`config.mk`:
```
export PLATFORM = sky130hd
export DESIGN_NAME = battery_voltage_gauge_unit_flat
export DESIGN_NICKNAME = d
export VERILOG_FILES = /design/src/hw/rtl/bvg_pkg.sv /design/src/hw/rtl/bvg_sample_if.sv /design/src/hw/rtl/bvg_result_if.sv /design/src/hw/rtl/bvg_regs.sv /design/src/hw/rtl/bvg_dp.sv /design/src/hw/rtl/bvg_ctrl.sv /design/src/hw/rtl/battery_voltage_gauge_unit.sv /design/src/flat_wrapper.sv
export SDC_FILE = /design/constraint.sdc
export NUM_CORES = 2
export LEC_CHECK = 0
export BUFFER_PORTS_ARGS = -buffer_cell sky130_fd_sc_hd__buf_2
export CAP_MARGIN = 0
export CORE_MARGIN = 4
export CORE_UTILIZATION = 57
export CTS_BUF_LIST = sky130_fd_sc_hd__clkbuf_2
export DETAILED_ROUTE_END_ITERATION = 8
export PLACE_DENSITY = 0.73
export SYNTH_ARGS = -nofsm -noshare
export SYNTH_HDL_FRONTEND = slang
export SYNTH_HIERARCHICAL = 1
export SYNTH_SLANG_ARGS = --single-unit
export TNS_END_PERCENT = 1
```
`constraint.sdc`:
```
create_clock -name clk_i -period 8 [get_ports clk_i]
set_clock_uncertainty 0.05 [all_clocks]
set_input_delay 0.8 -clock clk_i [delete_from_list [all_inputs] [get_ports clk_i]]
set_output_delay 0.8 -clock clk_i [all_outputs]
set_load 0.01 [all_outputs]
```
`src/hw/rtl/bvg_pkg.sv`:
```
// Package for the battery voltage gauge: field widths, register reset values,
// register indexes and the control/status structs shared by the modules.
// No dependencies.
`timescale 1ns / 1ps

package bvg_pkg;

  localparam int VOLT_W    = 21;
  localparam int GAIN_W    = 24;
  localparam int GAIN_LO_W = 12;
  localparam int STEP_W    = 16;
  localparam int HITS_W    = 8;
  localparam int PCT_W     = 7;
  localparam int AVG_SHIFT = 16;
  localparam int DATA_W    = 32;
  localparam int ADDR_W    = 5;
  localparam int DIV_STEPS = PCT_W;

  localparam logic [VOLT_W-1:0] V_MAX    = {VOLT_W{1'b1}};
  localparam logic [PCT_W-1:0]  PCT_FULL = 7'd100;
  localparam logic [PCT_W-1:0]  PCT_MIN  = 7'd1;

  localparam logic [GAIN_W-1:0] RST_VOLT_GAIN   = 24'd2962073;
  localparam logic [VOLT_W-1:0] RST_RESET_FLOOR = 21'd200000;
  localparam logic [VOLT_W-1:0] RST_LOW_LEVEL   = 21'd550000;
  localparam logic [VOLT_W-1:0] RST_EMPTY_BASE  = 21'd650000;
  localparam logic [VOLT_W-1:0] RST_FULL_SPAN   = 21'd190000;
  localparam logic [STEP_W-1:0] RST_DROP_STEP   = 16'd1000;
  localparam logic [HITS_W-1:0] RST_DROP_HITS   = 8'd5;

  typedef enum logic [2:0] {
    REG_VOLT_GAIN   = 3'd0,
    REG_RESET_FLOOR = 3'd1,
    REG_LOW_LEVEL   = 3'd2,
    REG_EMPTY_BASE  = 3'd3,
    REG_FULL_SPAN   = 3'd4,
    REG_DROP_STEP   = 3'd5,
    REG_DROP_HITS   = 3'd6
  } reg_idx_e;

  typedef struct packed {
    logic [GAIN_W-1:0] volt_gain;
    logic [VOLT_W-1:0] reset_floor;
    logic [VOLT_W-1:0] low_level;
    logic [VOLT_W-1:0] empty_base;
    logic [VOLT_W-1:0] full_span;
    logic [STEP_W-1:0] drop_step;
    logic [HITS_W-1:0] drop_hits;
  } cfg_t;

  // controller -> datapath
  typedef struct packed {
    logic load;
    logic mul_lo;
    logic mul_hi;
    logic avg;
    logic track;
    logic pct;
    logic div;
    logic emit;
  } cmd_t;

  // datapath -> controller
  typedef struct packed {
    logic result_due;
  } status_t;

endpackage

```
`src/hw/rtl/bvg_sample_if.sv`:
```
// Input channel of the battery voltage gauge: one ADC sample per item.
// Valid/ready handshake; no dependencies.
`timescale 1ns / 1ps

interface bvg_sample_if #(
  parameter int SAMPLE_BITS = 12
) ();
  logic                   valid;
  logic                   ready;
  logic [SAMPLE_BITS-1:0] raw_sample;

  modport source (output valid, output raw_sample, input ready);
  modport sink   (input valid, input raw_sample, output ready);
endinterface

```
`src/hw/rtl/bvg_result_if.sv`:
```
// Result channel of the battery voltage gauge: average, tracked voltage, percent.
// Valid/ready handshake; widths from bvg_pkg.
`timescale 1ns / 1ps

interface bvg_result_if
  import bvg_pkg::*;
();
  logic              valid;
  logic              ready;
  logic [VOLT_W-1:0] average_voltage;
  logic [VOLT_W-1:0] tracked_voltage_out;
  logic [PCT_W-1:0]  percent;

  modport source (output valid, output average_voltage, output tracked_voltage_out,
                  output percent, input ready);
  modport sink   (input valid, input average_voltage, input tracked_voltage_out,
                  input percent, output ready);
endinterface

```
`src/hw/rtl/bvg_regs.sv`:
```
// Configuration register file of the battery voltage gauge, APB-style access.
// Depends on bvg_pkg.
`timescale 1ns / 1ps

module bvg_regs
  import bvg_pkg::*;
(
  input  logic              clk_i,
  input  logic              rst_ni,
  input  logic              psel_i,
  input  logic              penable_i,
  input  logic              pwrite_i,
  input  logic [ADDR_W-1:0] paddr_i,
  input  logic [DATA_W-1:0] pwdata_i,
  output logic [DATA_W-1:0] prdata_o,
  output cfg_t              cfg_o
);

  cfg_t     cfg_q;
  logic     wr_en;
  reg_idx_e idx;

  assign wr_en = psel_i & penable_i & pwrite_i;
  assign idx   = reg_idx_e'(paddr_i[ADDR_W-1:2]);
  assign cfg_o = cfg_q;

  always_ff @(posedge clk_i or negedge rst_ni) begin
    if (!rst_ni) begin
      cfg_q.volt_gain   <= RST_VOLT_GAIN;
      cfg_q.reset_floor <= RST_RESET_FLOOR;
      cfg_q.low_level   <= RST_LOW_LEVEL;
      cfg_q.empty_base  <= RST_EMPTY_BASE;
      cfg_q.full_span   <= RST_FULL_SPAN;
      cfg_q.drop_step   <= RST_DROP_STEP;
      cfg_q.drop_hits   <= RST_DROP_HITS;
    end else if (wr_en) begin
      case (idx)
        REG_VOLT_GAIN:   cfg_q.volt_gain   <= pwdata_i[GAIN_W-1:0];
        REG_RESET_FLOOR: cfg_q.reset_floor <= pwdata_i[VOLT_W-1:0];
        REG_LOW_LEVEL:   cfg_q.low_level   <= pwdata_i[VOLT_W-1:0];
        REG_EMPTY_BASE:  cfg_q.empty_base  <= pwdata_i[VOLT_W-1:0];
        REG_FULL_SPAN:   cfg_q.full_span   <= pwdata_i[VOLT_W-1:0];
        REG_DROP_STEP:   cfg_q.drop_step   <= pwdata_i[STEP_W-1:0];
        REG_DROP_HITS:   cfg_q.drop_hits   <= pwdata_i[HITS_W-1:0];
        default: ;
      endcase
    end
  end

  always_comb begin
    case (idx)
      REG_VOLT_GAIN:   prdata_o = DATA_W'(cfg_q.volt_gain);
      REG_RESET_FLOOR: prdata_o = DATA_W'(cfg_q.reset_floor);
      REG_LOW_LEVEL:   prdata_o = DATA_W'(cfg_q.low_level);
      REG_EMPTY_BASE:  prdata_o = DATA_W'(cfg_q.empty_base);
      REG_FULL_SPAN:   prdata_o = DATA_W'(cfg_q.full_span);
      REG_DROP_STEP:   prdata_o = DATA_W'(cfg_q.drop_step);
      REG_DROP_HITS:   prdata_o = DATA_W'(cfg_q.drop_hits);
      default:         prdata_o = '0;
    endcase
  end

endmodule

```
`src/hw/rtl/bvg_dp.sv`:
```
// Datapath of the battery voltage gauge: sample window, split multiplier,
// tracker, percent divider and output register. Depends on bvg_pkg.
`timescale 1ns / 1ps

module bvg_dp
  import bvg_pkg::*;
#(
  parameter int WINDOW_LEN     = 10,
  parameter int WARMUP_SAMPLES = 10,
  parameter int SAMPLE_BITS    = 12
) (
  input  logic                   clk_i,
  input  logic                   rst_ni,
  input  cfg_t                   cfg_i,
  input  cmd_t                   cmd_i,
  output status_t                status_o,
  input  logic [SAMPLE_BITS-1:0] sample_i,
  output logic [VOLT_W-1:0]      avg_o,
  output logic [VOLT_W-1:0]      trk_o,
  output logic [PCT_W-1:0]       pct_o
);

  localparam int SUM_W   = SAMPLE_BITS + $clog2(WINDOW_LEN);
  localparam int PP_W    = SUM_W + GAIN_LO_W;
  localparam int PROD_W  = SUM_W + GAIN_W;
  localparam int SH_W    = PROD_W - AVG_SHIFT;
  localparam int WC_W    = $clog2(WARMUP_SAMPLES + 1);
  localparam int NUM_W   = VOLT_W + PCT_W;
  localparam int SUM_MAX = WINDOW_LEN * ((1 << SAMPLE_BITS) - 1);

  // window and warm-up
  logic [SAMPLE_BITS-1:0] win_q [WINDOW_LEN];
  logic [SUM_W-1:0]       sum_q, sum_d;
  logic [WC_W-1:0]        warm_cnt_q;
  logic                   warmed_q;

  // product and tracker
  logic [PP_W-1:0]        p_lo_q, p_hi_q;
  logic [PROD_W-1:0]      prod;
  logic [SH_W-1:0]        prod_sh;
  logic [VOLT_W-1:0]      avg_q, avg_d;
  logic [VOLT_W-1:0]      trk_q, trk_d;
  logic [HITS_W-1:0]      hit_q, hit_d, hit_inc;

  // percent
  logic [VOLT_W-1:0]      d_val;
  logic                   fix_d, fix_q;
  logic [PCT_W-1:0]       fix_val_d, fix_val_q;
  logic [NUM_W-1:0]       rem_q, dvs_q;
  logic [PCT_W-1:0]       quo_q;
  logic                   ge;

  // output register
  logic [VOLT_W-1:0]      out_avg_q, out_trk_q;
  logic [PCT_W-1:0]       out_pct_q;

  assign status_o.result_due = warmed_q || (warm_cnt_q == WC_W'(WARMUP_SAMPLES));

  assign sum_d = sum_q - SUM_W'(win_q[WINDOW_LEN-1]) + SUM_W'(sample_i);

  always_ff @(posedge clk_i or negedge rst_ni) begin
    if (!rst_ni) begin
      for (int i = 0; i < WINDOW_LEN; i++) win_q[i] <= '0;
      sum_q      <= '0;
      warm_cnt_q <= '0;
      warmed_q   <= 1'b0;
    end else if (cmd_i.load) begin
      win_q[0] <= sample_i;
      for (int i = 1; i < WINDOW_LEN; i++) win_q[i] <= win_q[i-1];
      sum_q <= sum_d;
      if (!warmed_q) begin
        if (warm_cnt_q < WC_W'(WARMUP_SAMPLES)) begin
          warm_cnt_q <= warm_cnt_q + 1'b1;
        end else begin
          warm_cnt_q <= '0;
          warmed_q   <= 1'b1;
        end
      end
    end
  end

  // sum * gain, low and high 12-bit halves of the gain on separate cycles
  always_ff @(posedge clk_i) begin
    if (cmd_i.mul_lo) begin
      p_lo_q <= PP_W'(sum_q) * PP_W'(cfg_i.volt_gain[GAIN_LO_W-1:0]);
    end
    if (cmd_i.mul_hi) begin
      p_hi_q <= PP_W'(sum_q) * PP_W'(cfg_i.volt_gain[GAIN_W-1:GAIN_LO_W]);
    end
    if (cmd_i.avg) begin
      avg_q <= avg_d;
    end
  end

  always_comb begin
    prod    = (PROD_W'(p_hi_q) << GAIN_LO_W) + PROD_W'(p_lo_q);
    prod_sh = prod[PROD_W-1:AVG_SHIFT];
    if ({{VOLT_W{1'b0}}, prod_sh} > {{SH_W{1'b0}}, V_MAX}) begin
      avg_d = V_MAX;
    end else begin
      avg_d = VOLT_W'(prod_sh);
    end
  end

  // tracker: copy below the floor, else slow fall after enough low hits
  always_comb begin
    trk_d   = trk_q;
    hit_d   = hit_q;
    hit_inc = hit_q + 1'b1;
    if (trk_q < cfg_i.reset_floor) begin
      trk_d = avg_q;
    end else if (avg_q < trk_q && (trk_q - avg_q) >= VOLT_W'(cfg_i.drop_step)) begin
      if (hit_inc == cfg_i.drop_hits) begin
        hit_d = '0;
        trk_d = trk_q - VOLT_W'(cfg_i.drop_step);
      end else begin
        hit_d = hit_inc;
      end
    end
  end

  always_ff @(posedge clk_i or negedge rst_ni) begin
    if (!rst_ni) begin
      trk_q <= '0;
      hit_q <= '0;
    end else if (cmd_i.track) begin
      trk_q <= trk_d;
      hit_q <= hit_d;
    end
  end

  // percent: fixed answers decided up front, else d*100/span by restoring steps
  always_comb begin
    d_val     = trk_q - cfg_i.empty_base;
    fix_d     = 1'b1;
    fix_val_d = PCT_FULL;
    if (trk_q < cfg_i.low_level) begin
      fix_val_d = PCT_FULL;
    end else if (trk_q < cfg_i.empty_base) begin
      fix_val_d = PCT_MIN;
    end else if (d_val > cfg_i.full_span) begin
      fix_val_d = PCT_FULL;
    end else if (cfg_i.full_span == '0) begin
      fix_val_d = PCT_MIN;
    end else begin
      fix_d = 1'b0;
    end
  end

  assign ge = rem_q >= dvs_q;

  always_ff @(posedge clk_i) begin
    if (cmd_i.pct) begin
      fix_q     <= fix_d;
      fix_val_q <= fix_val_d;
      rem_q     <= NUM_W'(d_val) * NUM_W'(PCT_FULL);
      dvs_q     <= NUM_W'(cfg_i.full_span) << (PCT_W - 1);
      quo_q     <= '0;
    end else if (cmd_i.div) begin
      if (ge) rem_q <= rem_q - dvs_q;
      dvs_q <= dvs_q >> 1;
      quo_q <= {quo_q[PCT_W-2:0], ge};
    end
    if (cmd_i.emit) begin
      out_avg_q <= avg_q;
      out_trk_q <= trk_q;
      if (fix_q) begin
        out_pct_q <= fix_val_q;
      end else if (quo_q == '0) begin
        out_pct_q <= PCT_MIN;
      end else begin
        out_pct_q <= quo_q;
      end
    end
  end

  assign avg_o = out_avg_q;
  assign trk_o = out_trk_q;
  assign pct_o = out_pct_q;

  a_trk_no_rise: assert property (@(posedge clk_i) disable iff (!rst_ni)
    cmd_i.track && (trk_q >= cfg_i.reset_floor) |=> trk_q <= $past(trk_q))
    else $error("tracked voltage rose above the floor");

  a_hit_hold: assert property (@(posedge clk_i) disable iff (!rst_ni)
    !cmd_i.track |=> $stable(hit_q))
    else $error("hit count moved outside a tracker update");

  a_sum_bound: assert property (@(posedge clk_i) disable iff (!rst_ni)
    sum_q <= SUM_W'(SUM_MAX))
    else $error("window sum out of range");

endmodule

```
`src/hw/rtl/bvg_ctrl.sv`:
```
// Controller of the battery voltage gauge: sequences load, multiply, track,
// divide and output, and owns the result valid flag. Depends on bvg_pkg.
`timescale 1ns / 1ps

module bvg_ctrl
  import bvg_pkg::*;
(
  input  logic    clk_i,
  input  logic    rst_ni,
  input  logic    in_valid_i,
  output logic    in_ready_o,
  output logic    out_valid_o,
  input  logic    out_ready_i,
  input  status_t status_i,
  output cmd_t    cmd_o
);

  typedef enum logic [3:0] {
    S_IDLE,
    S_MUL_LO,
    S_MUL_HI,
    S_AVG,
    S_TRACK,
    S_PCT,
    S_DIV,
    S_EMIT
  } state_e;

  localparam int CNT_W = $clog2(DIV_STEPS);

  state_e           state_q;
  logic [CNT_W-1:0] div_cnt_q;
  logic             out_valid_q;
  logic             accept;
  logic             slot_free;

  assign in_ready_o  = (state_q == S_IDLE);
  assign accept      = in_valid_i && in_ready_o;
  assign slot_free   = !out_valid_q || out_ready_i;
  assign out_valid_o = out_valid_q;

  always_comb begin
    cmd_o        = '0;
    cmd_o.load   = accept;
    cmd_o.mul_lo = (state_q == S_MUL_LO);
    cmd_o.mul_hi = (state_q == S_MUL_HI);
    cmd_o.avg    = (state_q == S_AVG);
    cmd_o.track  = (state_q == S_TRACK);
    cmd_o.pct    = (state_q == S_PCT);
    cmd_o.div    = (state_q == S_DIV);
    cmd_o.emit   = (state_q == S_EMIT) && slot_free;
  end

  always_ff @(posedge clk_i or negedge rst_ni) begin
    if (!rst_ni) begin
      state_q     <= S_IDLE;
      div_cnt_q   <= '0;
      out_valid_q <= 1'b0;
    end else begin
      if (out_valid_q && out_ready_i && !cmd_o.emit) out_valid_q <= 1'b0;
      case (state_q)
        S_IDLE: begin
          if (accept && status_i.result_due) state_q <= S_MUL_LO;
        end
        S_MUL_LO: state_q <= S_MUL_HI;
        S_MUL_HI: state_q <= S_AVG;
        S_AVG:    state_q <= S_TRACK;
        S_TRACK:  state_q <= S_PCT;
        S_PCT: begin
          div_cnt_q <= '0;
          state_q   <= S_DIV;
        end
        S_DIV: begin
          if (div_cnt_q == CNT_W'(DIV_STEPS - 1)) begin
            state_q <= S_EMIT;
          end else begin
            div_cnt_q <= div_cnt_q + 1'b1;
          end
        end
        S_EMIT: begin
          if (slot_free) begin
            out_valid_q <= 1'b1;
            state_q     <= S_IDLE;
          end
        end
        default: state_q <= S_IDLE;
      endcase
    end
  end

  a_valid_from_emit: assert property (@(posedge clk_i) disable iff (!rst_ni)
    $rose(out_valid_q) |-> $past(state_q == S_EMIT))
    else $error("result valid raised outside the output step");

  a_due_starts: assert property (@(posedge clk_i) disable iff (!rst_ni)
    accept && status_i.result_due |=> state_q == S_MUL_LO)
    else $error("due item did not start the multiply");

  a_warm_idle: assert property (@(posedge clk_i) disable iff (!rst_ni)
    accept && !status_i.result_due |=> state_q == S_IDLE && !$rose(out_valid_q))
    else $error("warm-up item left the idle state");

endmodule

```
`src/hw/rtl/battery_voltage_gauge_unit.sv`:
```
// Top level of the battery voltage gauge: register file, controller, datapath.
// Depends on bvg_pkg, bvg_sample_if, bvg_result_if, bvg_regs, bvg_ctrl, bvg_dp.
`timescale 1ns / 1ps

//  channel   dir  handshake        payload
//  sample_i  in   valid/ready      raw_sample[SAMPLE_BITS]
//  result_o  out  valid/ready      average_voltage[21], tracked_voltage_out[21],
//                                  percent[7]
//  apb       in   psel/penable     paddr[5], pwdata[32] -> prdata[32], pready = 1
//
//  Steps: a warm-up sample is taken in the idle state and gives no result. A
//  result sample goes from accept to result valid through load, two multiply
//  halves, average, tracker, percent setup, 7 restoring divide steps, output.
//  Reset: asynchronous, active low; window, sum, warm-up, tracker and hit count
//  clear, registers take their reset values.
//  Stalls: the next sample is taken while a result waits in the output
//  register; the output step waits only if that register is still full.

module battery_voltage_gauge_unit
  import bvg_pkg::*;
#(
  parameter int WINDOW_LEN     = 10,
  parameter int WARMUP_SAMPLES = 10,
  parameter int SAMPLE_BITS    = 12
) (
  input  logic              clk_i,
  input  logic              rst_ni,
  // configuration
  input  logic              psel,
  input  logic              penable,
  input  logic              pwrite,
  input  logic [ADDR_W-1:0] paddr,
  input  logic [DATA_W-1:0] pwdata,
  output logic [DATA_W-1:0] prdata,
  output logic              pready,
  // streams
  bvg_sample_if.sink        sample_i,
  bvg_result_if.source      result_o
);

  cfg_t    cfg;
  cmd_t    cmd;
  status_t status;

  // zero wait states
  assign pready = 1'b1;

  bvg_regs u_regs (
    .clk_i     (clk_i),
    .rst_ni    (rst_ni),
    .psel_i    (psel),
    .penable_i (penable),
    .pwrite_i  (pwrite),
    .paddr_i   (paddr),
    .pwdata_i  (pwdata),
    .prdata_o  (prdata),
    .cfg_o     (cfg)
  );

  // sequencer: one item in flight, result held in the datapath output register
  bvg_ctrl u_ctrl (
    .clk_i       (clk_i),
    .rst_ni      (rst_ni),
    .in_valid_i  (sample_i.valid),
    .in_ready_o  (sample_i.ready),
    .out_valid_o (result_o.valid),
    .out_ready_i (result_o.ready),
    .status_i    (status),
    .cmd_o       (cmd)
  );

  bvg_dp #(
    .WINDOW_LEN     (WINDOW_LEN),
    .WARMUP_SAMPLES (WARMUP_SAMPLES),
    .SAMPLE_BITS    (SAMPLE_BITS)
  ) u_dp (
    .clk_i    (clk_i),
    .rst_ni   (rst_ni),
    .cfg_i    (cfg),
    .cmd_i    (cmd),
    .status_o (status),
    .sample_i (sample_i.raw_sample),
    .avg_o    (result_o.average_voltage),
    .trk_o    (result_o.tracked_voltage_out),
    .pct_o    (result_o.percent)
  );

endmodule
```
`src/flat_wrapper.sv`:
```
// flat-port wrapper written by rule: the top's interface ports become plain ports
module battery_voltage_gauge_unit_flat import bvg_pkg::*;
#(
  parameter int WINDOW_LEN     = 10,
  parameter int WARMUP_SAMPLES = 10,
  parameter int SAMPLE_BITS    = 12
)
  (clk_i, rst_ni, psel, penable, pwrite, paddr, pwdata, prdata, pready, sample_i_valid, sample_i_raw_sample, sample_i_ready, result_o_valid, result_o_average_voltage, result_o_tracked_voltage_out, result_o_percent, result_o_ready);
  bvg_sample_if #(.SAMPLE_BITS(SAMPLE_BITS)) sample_i_i ();
  bvg_result_if result_o_i ();
  input  logic clk_i;
  input  logic rst_ni;
  input  logic psel;
  input  logic penable;
  input  logic pwrite;
  input  logic [ADDR_W-1:0] paddr;
  input  logic [DATA_W-1:0] pwdata;
  output logic [DATA_W-1:0] prdata;
  output logic pready;
  input wire logic [$bits(sample_i_i.valid)-1:0] sample_i_valid;
  input wire logic [$bits(sample_i_i.raw_sample)-1:0] sample_i_raw_sample;
  output wire logic [$bits(sample_i_i.ready)-1:0] sample_i_ready;
  output wire logic [$bits(result_o_i.valid)-1:0] result_o_valid;
  output wire logic [$bits(result_o_i.average_voltage)-1:0] result_o_average_voltage;
  output wire logic [$bits(result_o_i.tracked_voltage_out)-1:0] result_o_tracked_voltage_out;
  output wire logic [$bits(result_o_i.percent)-1:0] result_o_percent;
  input wire logic [$bits(result_o_i.ready)-1:0] result_o_ready;
  assign sample_i_i.valid = sample_i_valid;
  assign sample_i_i.raw_sample = sample_i_raw_sample;
  assign sample_i_ready = sample_i_i.ready;
  assign result_o_valid = result_o_i.valid;
  assign result_o_average_voltage = result_o_i.average_voltage;
  assign result_o_tracked_voltage_out = result_o_i.tracked_voltage_out;
  assign result_o_percent = result_o_i.percent;
  assign result_o_i.ready = result_o_ready;
  battery_voltage_gauge_unit #(.WINDOW_LEN(WINDOW_LEN), .WARMUP_SAMPLES(WARMUP_SAMPLES), .SAMPLE_BITS(SAMPLE_BITS)) u_core (.clk_i(clk_i), .rst_ni(rst_ni), .psel(psel), .penable(penable), .pwrite(pwrite), .paddr(paddr), .pwdata(pwdata), .prdata(prdata), .pready(pready), .sample_i(sample_i_i), .result_o(result_o_i));
endmodule
```
Yosys cells after proc, flatten, opt, wreduce, memory -nomap -nowiden
Cells that the tools add are included.
{"block": "classes", "eq_ne": 20, "addsub": 10, "multipliers": 3, "n_mux": 28, "bitwise": 4, "n_reduce_logical": 33, "n_lt_le_gt_ge": 9}
{"cell": "24-bit one-hot mux with 7 select lines", "n": 1}
{"cell": "21-bit < comparator", "n": 4}
{"cell": "28-bit two-way mux", "n": 3}
{"cell": "21-bit two-way mux", "n": 3}
{"cell": "16-bit by 12-bit multiplier with 28-bit output", "n": 2}
{"cell": "27-bit two-way mux", "n": 2}
{"cell": "21-bit subtractor", "n": 2}
{"cell": "40-bit by 28-bit adder with 40-bit output", "n": 1}
{"cell": "7-bit two-way mux", "n": 5}
{"cell": "4-bit one-hot mux with 8 select lines", "n": 1}
{"cell": "28-bit by 27-bit >= comparator with 1-bit output", "n": 1}
{"cell": "28-bit by 27-bit subtractor with 28-bit output", "n": 1}
{"cell": "21-bit by 5-bit multiplier with 26-bit output (second input constant)", "n": 1}
{"cell": "24-bit by 21-bit greater-than comparator with 1-bit output (second input constant)", "n": 1}
{"cell": "2-bit AND reduction", "n": 11}
{"cell": "21-bit by 16-bit >= comparator with 1-bit output", "n": 1}
{"cell": "21-bit greater-than comparator", "n": 1}
{"cell": "21-bit zero test", "n": 1}
{"cell": "21-bit by 16-bit subtractor with 21-bit output", "n": 1}
{"cell": "16-bit by 12-bit adder with 16-bit output", "n": 1}
{"cell": "4-bit by 3-bit == test with 1-bit output (second input constant)", "n": 4}
{"cell": "4-bit two-way mux", "n": 4}
{"cell": "16-bit by 12-bit subtractor with 16-bit output", "n": 1}
{"cell": "3-bit == test (second input constant)", "n": 4}
{"cell": "other kinds (27)", "n": 50}
{"block": "word_totals", "ff_bits": 506, "out_inout_bits": 84, "wordCells": 146, "in_bits": 56}

Depth between registers and ports, before layout
{"block": "logic_depth", "word_depth": 8, "ltp_mapped": 28, "mapped_depth_nobuf": 28}

By module
Netlist, hierarchy kept.
{"module": "bvg_dp", "seq_area_each_um2": 9479.1, "area_each_um2": 34759.6, "instances": 1, "cells_each": 3635}
{"module": "bvg_regs", "seq_area_each_um2": 3364.5, "area_each_um2": 6507.5, "instances": 1, "cells_each": 453}
{"module": "bvg_ctrl", "seq_area_each_um2": 175.2, "area_each_um2": 426.7, "instances": 1, "cells_each": 46}
{"module": "battery_voltage_gauge_unit", "seq_area_each_um2": 0.0, "area_each_um2": 11.3, "instances": 1, "cells_each": 2}

Worst setup path before layout
Ideal clock, no wire load.
{"block": "synth_path", "kind": "register to register", "start": "register u_core.u_regs.cfg_q (netlist bit u_core/u_regs/cfg_o[112])", "end": "register u_core.u_dp.p_lo_q[22], data pin", "path_slack_ns": 2.167, "n_path_buf": 1, "required_time_ns": 7.692, "arrival_time_ns": 5.525, "period_less_slack_ns": 5.833, "path_stages_with_launch": 22, "setup_time_ns": 0.258, "cell_sequence": "dfstp_2 clkbuf_1 nand2_1 fa_1 fa_1 inv_1 ha_1 fa_1 inv_1 fa_1 inv_1 ha_1 a21o_1 a211oi_1 nor2b_1 a21oi_1 o21a_1 or2_2 a21oi_1 o21bai_1 a21oi_1 xnor2_1"}
{"block": "synth_between", "elab_chain_len": 1}
{"item": "start: declaration", "line": "bvg_regs.sv:19", "source": "cfg_t cfg_q;"}
{"item": "16-bit by 12-bit multiplier with 28-bit output", "line": "bvg_dp.sv:85", "source": "p_lo_q <= PP_W'(sum_q) * PP_W'(cfg_i.volt_gain[GAIN_LO_W-1:0]);"}
{"item": "end signal: assignment", "line": "bvg_dp.sv:85"}
{"item": "end: declaration", "line": "bvg_dp.sv:38", "source": "logic [PP_W-1:0] p_lo_q, p_hi_q;"}
No other way between the ends.
A chain may end at the register's enable or synchronous reset.

Worst setup path in the final report
{"block": "layout_path", "start": "register u_core.u_dp.trk_q[0]", "end": "register u_core.u_dp.rem_q[27], data pin"}
{"block": "layout_between", "elab_chain_len": 3}
{"item": "start: declaration", "line": "bvg_dp.sv:42", "source": "logic [VOLT_W-1:0] trk_q, trk_d;"}
{"item": "start signal: assignment", "line": "bvg_dp.sv:127", "source": "trk_q <= trk_d;"}
{"item": "21-bit subtractor", "line": "bvg_dp.sv:134", "source": "d_val = trk_q - cfg_i.empty_base;"}
{"item": "21-bit by 5-bit multiplier with 26-bit output", "line": "bvg_dp.sv:156", "source": "rem_q <= NUM_W'(d_val) * NUM_W'(PCT_FULL);"}
{"item": "28-bit two-way mux", "line": "bvg_dp.sv:153", "source": "if (cmd_i.pct) begin"}
{"item": "end signal: assignment", "line": "bvg_dp.sv:156"}
{"item": "end signal: assignment", "line": "bvg_dp.sv:160", "source": "if (ge) rem_q <= rem_q - dvs_q;"}
{"item": "end: declaration", "line": "bvg_dp.sv:49", "source": "logic [NUM_W-1:0] rem_q, dvs_q;"}
No other way between the ends.

==> impl_results.rst <==
.. list-table::
   :header-rows: 1

   * - Metric
     - Value
   * - Worst setup slack for register-to-register paths
     - 1230 ps
   * - Clock buffers created by TritonCTS
     - 133
   * - Worst Reg-to-Reg Cells
     - 27
   * - Vias
     - 30,408
   * - Via count of the first global-routing pass
     - 31,196
   * - Drt first-iter violations
     - 2,016
   * - Vias per std cell
     - 5.64
   * - CTS Buffer Depth
     - 3
   * - Final hold violation count
     - 0
   * - Number of instances in the synthesized netlist
     - 4,136
   * - Most used flip-flop cell after synthesis
     - sky130_fd_sc_hd__dfrtp_1
   * - Slew @ Worst Pin
     - 1190 ps
   * - Number of synthesized flops with an enable pin
     - 164
   * - Launch instance of the worst register-to-register path
     - u_core/u_dp/trk_q[0]
   * - Global-route congestion overflow total
     - 0
   * - Part of the Yosys area used for sequential elements
     - 0.312
   * - Number of antenna violations at the first check in global routing
     - 4
   * - Distinct cell type count after synthesis
     - 103
   * - Syn Area/Cell
     - 10.1 um2
   * - H-tree levels
     - 4
   * - Commonest cells after routing, fill and taps aside
     - sky130_fd_sc_hd__inv_1, sky130_fd_sc_hd__nand2_1, sky130_fd_sc_hd__ha_1
   * - Post-route setup TNS
     - 0 ps
   * - Die span in y
     - 278 um
   * - Required arrival time at the worst endpoint
     - 8920 ps
   * - Hold/Removal Path Class
     - primary input to async pin
   * - Max-slew violation total from the final report
     - 0
   * - Top-area cell type share of the netlist area
     - 0.156
   * - Total Routing Usage GR
     - 0.268
   * - Number of nets with antenna violations after routing
     - 0
   * - Total clock sinks
     - 488
   * - Initial core utilization
     - 0.579
   * - FF-to-FF End
     - u_core/u_dp/rem_q[27]
   * - Clk root buf
     - sky130_fd_sc_hd__clkbuf_2
   * - Wire length of the first global-routing pass
     - 166,000 um
   * - Outcome
     - finished clean
   * - Core area
     - 0.0720 mm2
   * - Clock latency on the worst-skew pair
     - 1250 ps
   * - Total die area
     - 0.0776 mm2
   * - Final #Nets
     - 5,082
   * - Minimum clock period
     - 6770 ps
   * - Peak fanout along the critical path
     - 6
   * - Placed wire-length estimate after detailed placement
     - 77,500 um
   * - Maximum operating frequency
     - 148 MHz
   * - Max-slew headroom
     - 0.204
   * - Signal arrival time at the worst endpoint
     - 7680 ps
   * - Fraction of final layout cells sized beyond drive strength 1
     - 0.166
   * - Post-route DRC violation count
     - 0
   * - Worst setup path category
     - flip-flop to flip-flop
   * - Relative area change from synthesis to final layout
     - 7.40%
   * - TritonCTS clock tree
     - built
   * - Maxcap violations
     - 0
   * - Port Buf Inserts
     - 120
   * - Routed wire length
     - 103,000 um
   * - Floorplan row count
     - 98
   * - Fraction of registers with async set or reset after synthesis
     - 0.633
   * - Top area cells in the synthesized netlist
     - sky130_fd_sc_hd__dfrtp_1, sky130_fd_sc_hd__fa_1, sky130_fd_sc_hd__edfxtp_1
   * - Setup repair after global routing missed its margin
     - no
   * - Setup crit end kind
     - flip-flop
   * - Synth warnings
     - 6
   * - Cell area after synthesis
     - 0.0417 mm2
   * - Sort of element at the start of the critical path
     - flip-flop
   * - Synthesized flop and latch total
     - 488
   * - Routed wire per std cell
     - 19.1 um
   * - Final cycle utilization of the critical path
     - 0.846
   * - Most common library cell in the layout ignoring fill and taps
     - sky130_fd_sc_hd__inv_1
   * - Post-synth top area cell
     - sky130_fd_sc_hd__dfrtp_1
   * - Critical path origin
     - u_core/u_dp/trk_q[0]
   * - Final setup violation count
     - 0
   * - RePlAce Congestion
     - 0.903
   * - Count of pins on the block boundary
     - 140
   * - Maximum number of pins on one net before global-route repair
     - 158
   * - Clock transition at the registers of the reported paths
     - 90 ps
   * - Die width
     - 278 um
   * - TritonRoute pass-1 iters
     - 6
[metrics by stage]
step | hold slack, ps | instances | setup WS (ps) | cell area [um2] | utilization
floorplan | 376 | 4143 | 2170 | 41700 | -
global placement | 389 | 5100 | 1460 | 43100 | 0.599
detailed placement | 390 | 5100 | 1370 | 43100 | 0.599
CTS | 35.7 | 5385 | 1320 | 44800 | 0.622
global route | 82.6 | 5386 | 993 | 44800 | 0.622
finish | 105 | 5388 | 1230 | 44800 | 0.622
[layout make-up]
cell class              instances  area, um2
inverters                     675       2530
fillers                      5913      27200
clock inverters                44        277
flip-flops and latches        488      13000
diodes                          3       7.51
clock buffers                 201       1010
repair buffers                201       1330
well taps                     950       1190
multi-input cells            2826      25400
[critical path, stage by stage (launching register included)]
cell and delay [ps]:
sky130_fd_sc_hd__dfrtp_1 520, sky130_fd_sc_hd__inv_1 320, sky130_fd_sc_hd__ha_1 230, sky130_fd_sc_hd__inv_1 50, sky130_fd_sc_hd__fa_1 400, sky130_fd_sc_hd__a21o_1 230
sky130_fd_sc_hd__a22oi_2 240, sky130_fd_sc_hd__a21oi_1 200, sky130_fd_sc_hd__a21boi_1 360, sky130_fd_sc_hd__o21bai_1 100, sky130_fd_sc_hd__a21oi_1 180, sky130_fd_sc_hd__xor2_1 310
sky130_fd_sc_hd__inv_1 140, sky130_fd_sc_hd__ha_1 310, sky130_fd_sc_hd__ha_1 280, sky130_fd_sc_hd__inv_1 50, sky130_fd_sc_hd__fa_1 500, sky130_fd_sc_hd__inv_1 40
sky130_fd_sc_hd__ha_1 360, sky130_fd_sc_hd__nor2b_1 160, sky130_fd_sc_hd__o21ai_0 150, sky130_fd_sc_hd__nand2b_1 90, sky130_fd_sc_hd__a21oi_1 140, sky130_fd_sc_hd__o21ai_0 160
sky130_fd_sc_hd__a221o_1 350, sky130_fd_sc_hd__a31oi_1 210, sky130_fd_sc_hd__xnor2_1 120, sky130_fd_sc_hd__a22o_1 240
[metal layers]
layer | wire length [um] | vias to the layer above | global-route usage
met4 | 5010 | 2 | 0.124
met1 | 42800 | 14929 | 0.345
met5 | 10 | - | 0
li1 | - | 14264 | -
met3 | 6080 | 270 | 0.0472
met2 | 49000 | 943 | 0.446
[worst max path at each step]
| stage | endpoint | slack, ps | depth (start not counted) |
|---|---|---|---|
| finish | u_core/u_dp/rem_q[27] | 1230 | 27 |
| global route | u_core/u_dp/rem_q[27] | 990 | 26 |
| CTS | u_core/u_dp/rem_q[27] | 1320 | 27 |
| global placement | u_core/u_dp/rem_q[27] | 1460 | 27 |
| detailed placement | u_core/u_dp/rem_q[27] | 1370 | 27 |
| floorplan | u_core/u_dp/p_lo_q[22] | 2170 | 21 |
[sequential cells by signal, summed over array words and instances, names as in the netlist, 3 cells and up]
| name | flops |
|---|---|
| u_core/u_dp/warm_cnt_q | 4 |
| u_core/u_dp/quo_q | 7 |
| u_core/u_dp/rem_q | 28 |
| u_core/u_dp/trk_o | 21 |
| u_core/u_dp/dvs_q | 27 |
| u_core/u_dp/pct_o | 7 |
| u_core/u_regs/cfg_o | 132 |
| u_core/u_dp/p_lo_q | 16 |
| u_core/u_dp/avg_q | 21 |
| u_core/u_dp/avg_o | 21 |
| u_core/u_dp/hit_q | 8 |
| u_core/u_dp/p_hi_q | 28 |
| u_core/u_ctrl/div_cnt_q | 3 |
| u_core/u_ctrl/state_q | 3 |
| u_core/u_dp/sum_q | 16 |
| u_core/u_dp/trk_q | 21 |
| u_core/u_dp/win_q | 120 |
[kinds of logic (layout without fill, tap and decap cells)]
kind of cell,count (synthesis),in the layout,share of synthesized area
AND/OR/NAND/NOR,960,960,0.113
buffers and inverters,829,1121,0.0797
adder cells (fa/ha/maj),703,703,0.267
AO/OA/AOI/OAI,651,651,0.102
flip-flops,488,488,0.312
multiplexers,341,341,0.0921
XOR/XNOR,162,162,0.0340
other,2,12,0.000180
[Yosys cell counts, types with 19 or more instances]
library cell / number
sky130_fd_sc_hd__nand3_1: 35
sky130_fd_sc_hd__mux2_4: 21
sky130_fd_sc_hd__nand4_1: 21
sky130_fd_sc_hd__o31ai_1: 23
sky130_fd_sc_hd__dfstp_2: 49
sky130_fd_sc_hd__a211oi_1: 28
sky130_fd_sc_hd__clkbuf_1: 105
sky130_fd_sc_hd__inv_1: 673
sky130_fd_sc_hd__a21oi_1: 138
sky130_fd_sc_hd__xnor2_1: 100
sky130_fd_sc_hd__dfrtp_1: 260
sky130_fd_sc_hd__o21ai_0: 173
sky130_fd_sc_hd__nand2_1: 437
sky130_fd_sc_hd__nand2b_1: 34
sky130_fd_sc_hd__ha_1: 390
sky130_fd_sc_hd__o21bai_1: 21
sky130_fd_sc_hd__mux2_2: 240
sky130_fd_sc_hd__edfxtp_1: 164
sky130_fd_sc_hd__mux2i_1: 63
sky130_fd_sc_hd__o21a_1: 43
sky130_fd_sc_hd__nor3_1: 38
sky130_fd_sc_hd__a31oi_1: 22
sky130_fd_sc_hd__nor2_1: 113
sky130_fd_sc_hd__fa_1: 311
sky130_fd_sc_hd__nor2b_1: 28
sky130_fd_sc_hd__and3_1: 26
sky130_fd_sc_hd__buf_4: 19
sky130_fd_sc_hd__a21o_1: 74
sky130_fd_sc_hd__and2_1: 146
sky130_fd_sc_hd__xor2_1: 62
[what timing repair did]
action,CTS,global route
gates resized for setup,0,0
setup buffers,0,0
hold endpoints to repair,230,0
hold buffers,40,0
Power is left out: the tool's default activity adds up to more than one toggle a clock period on the data nets, which glitch-free logic cannot reach.
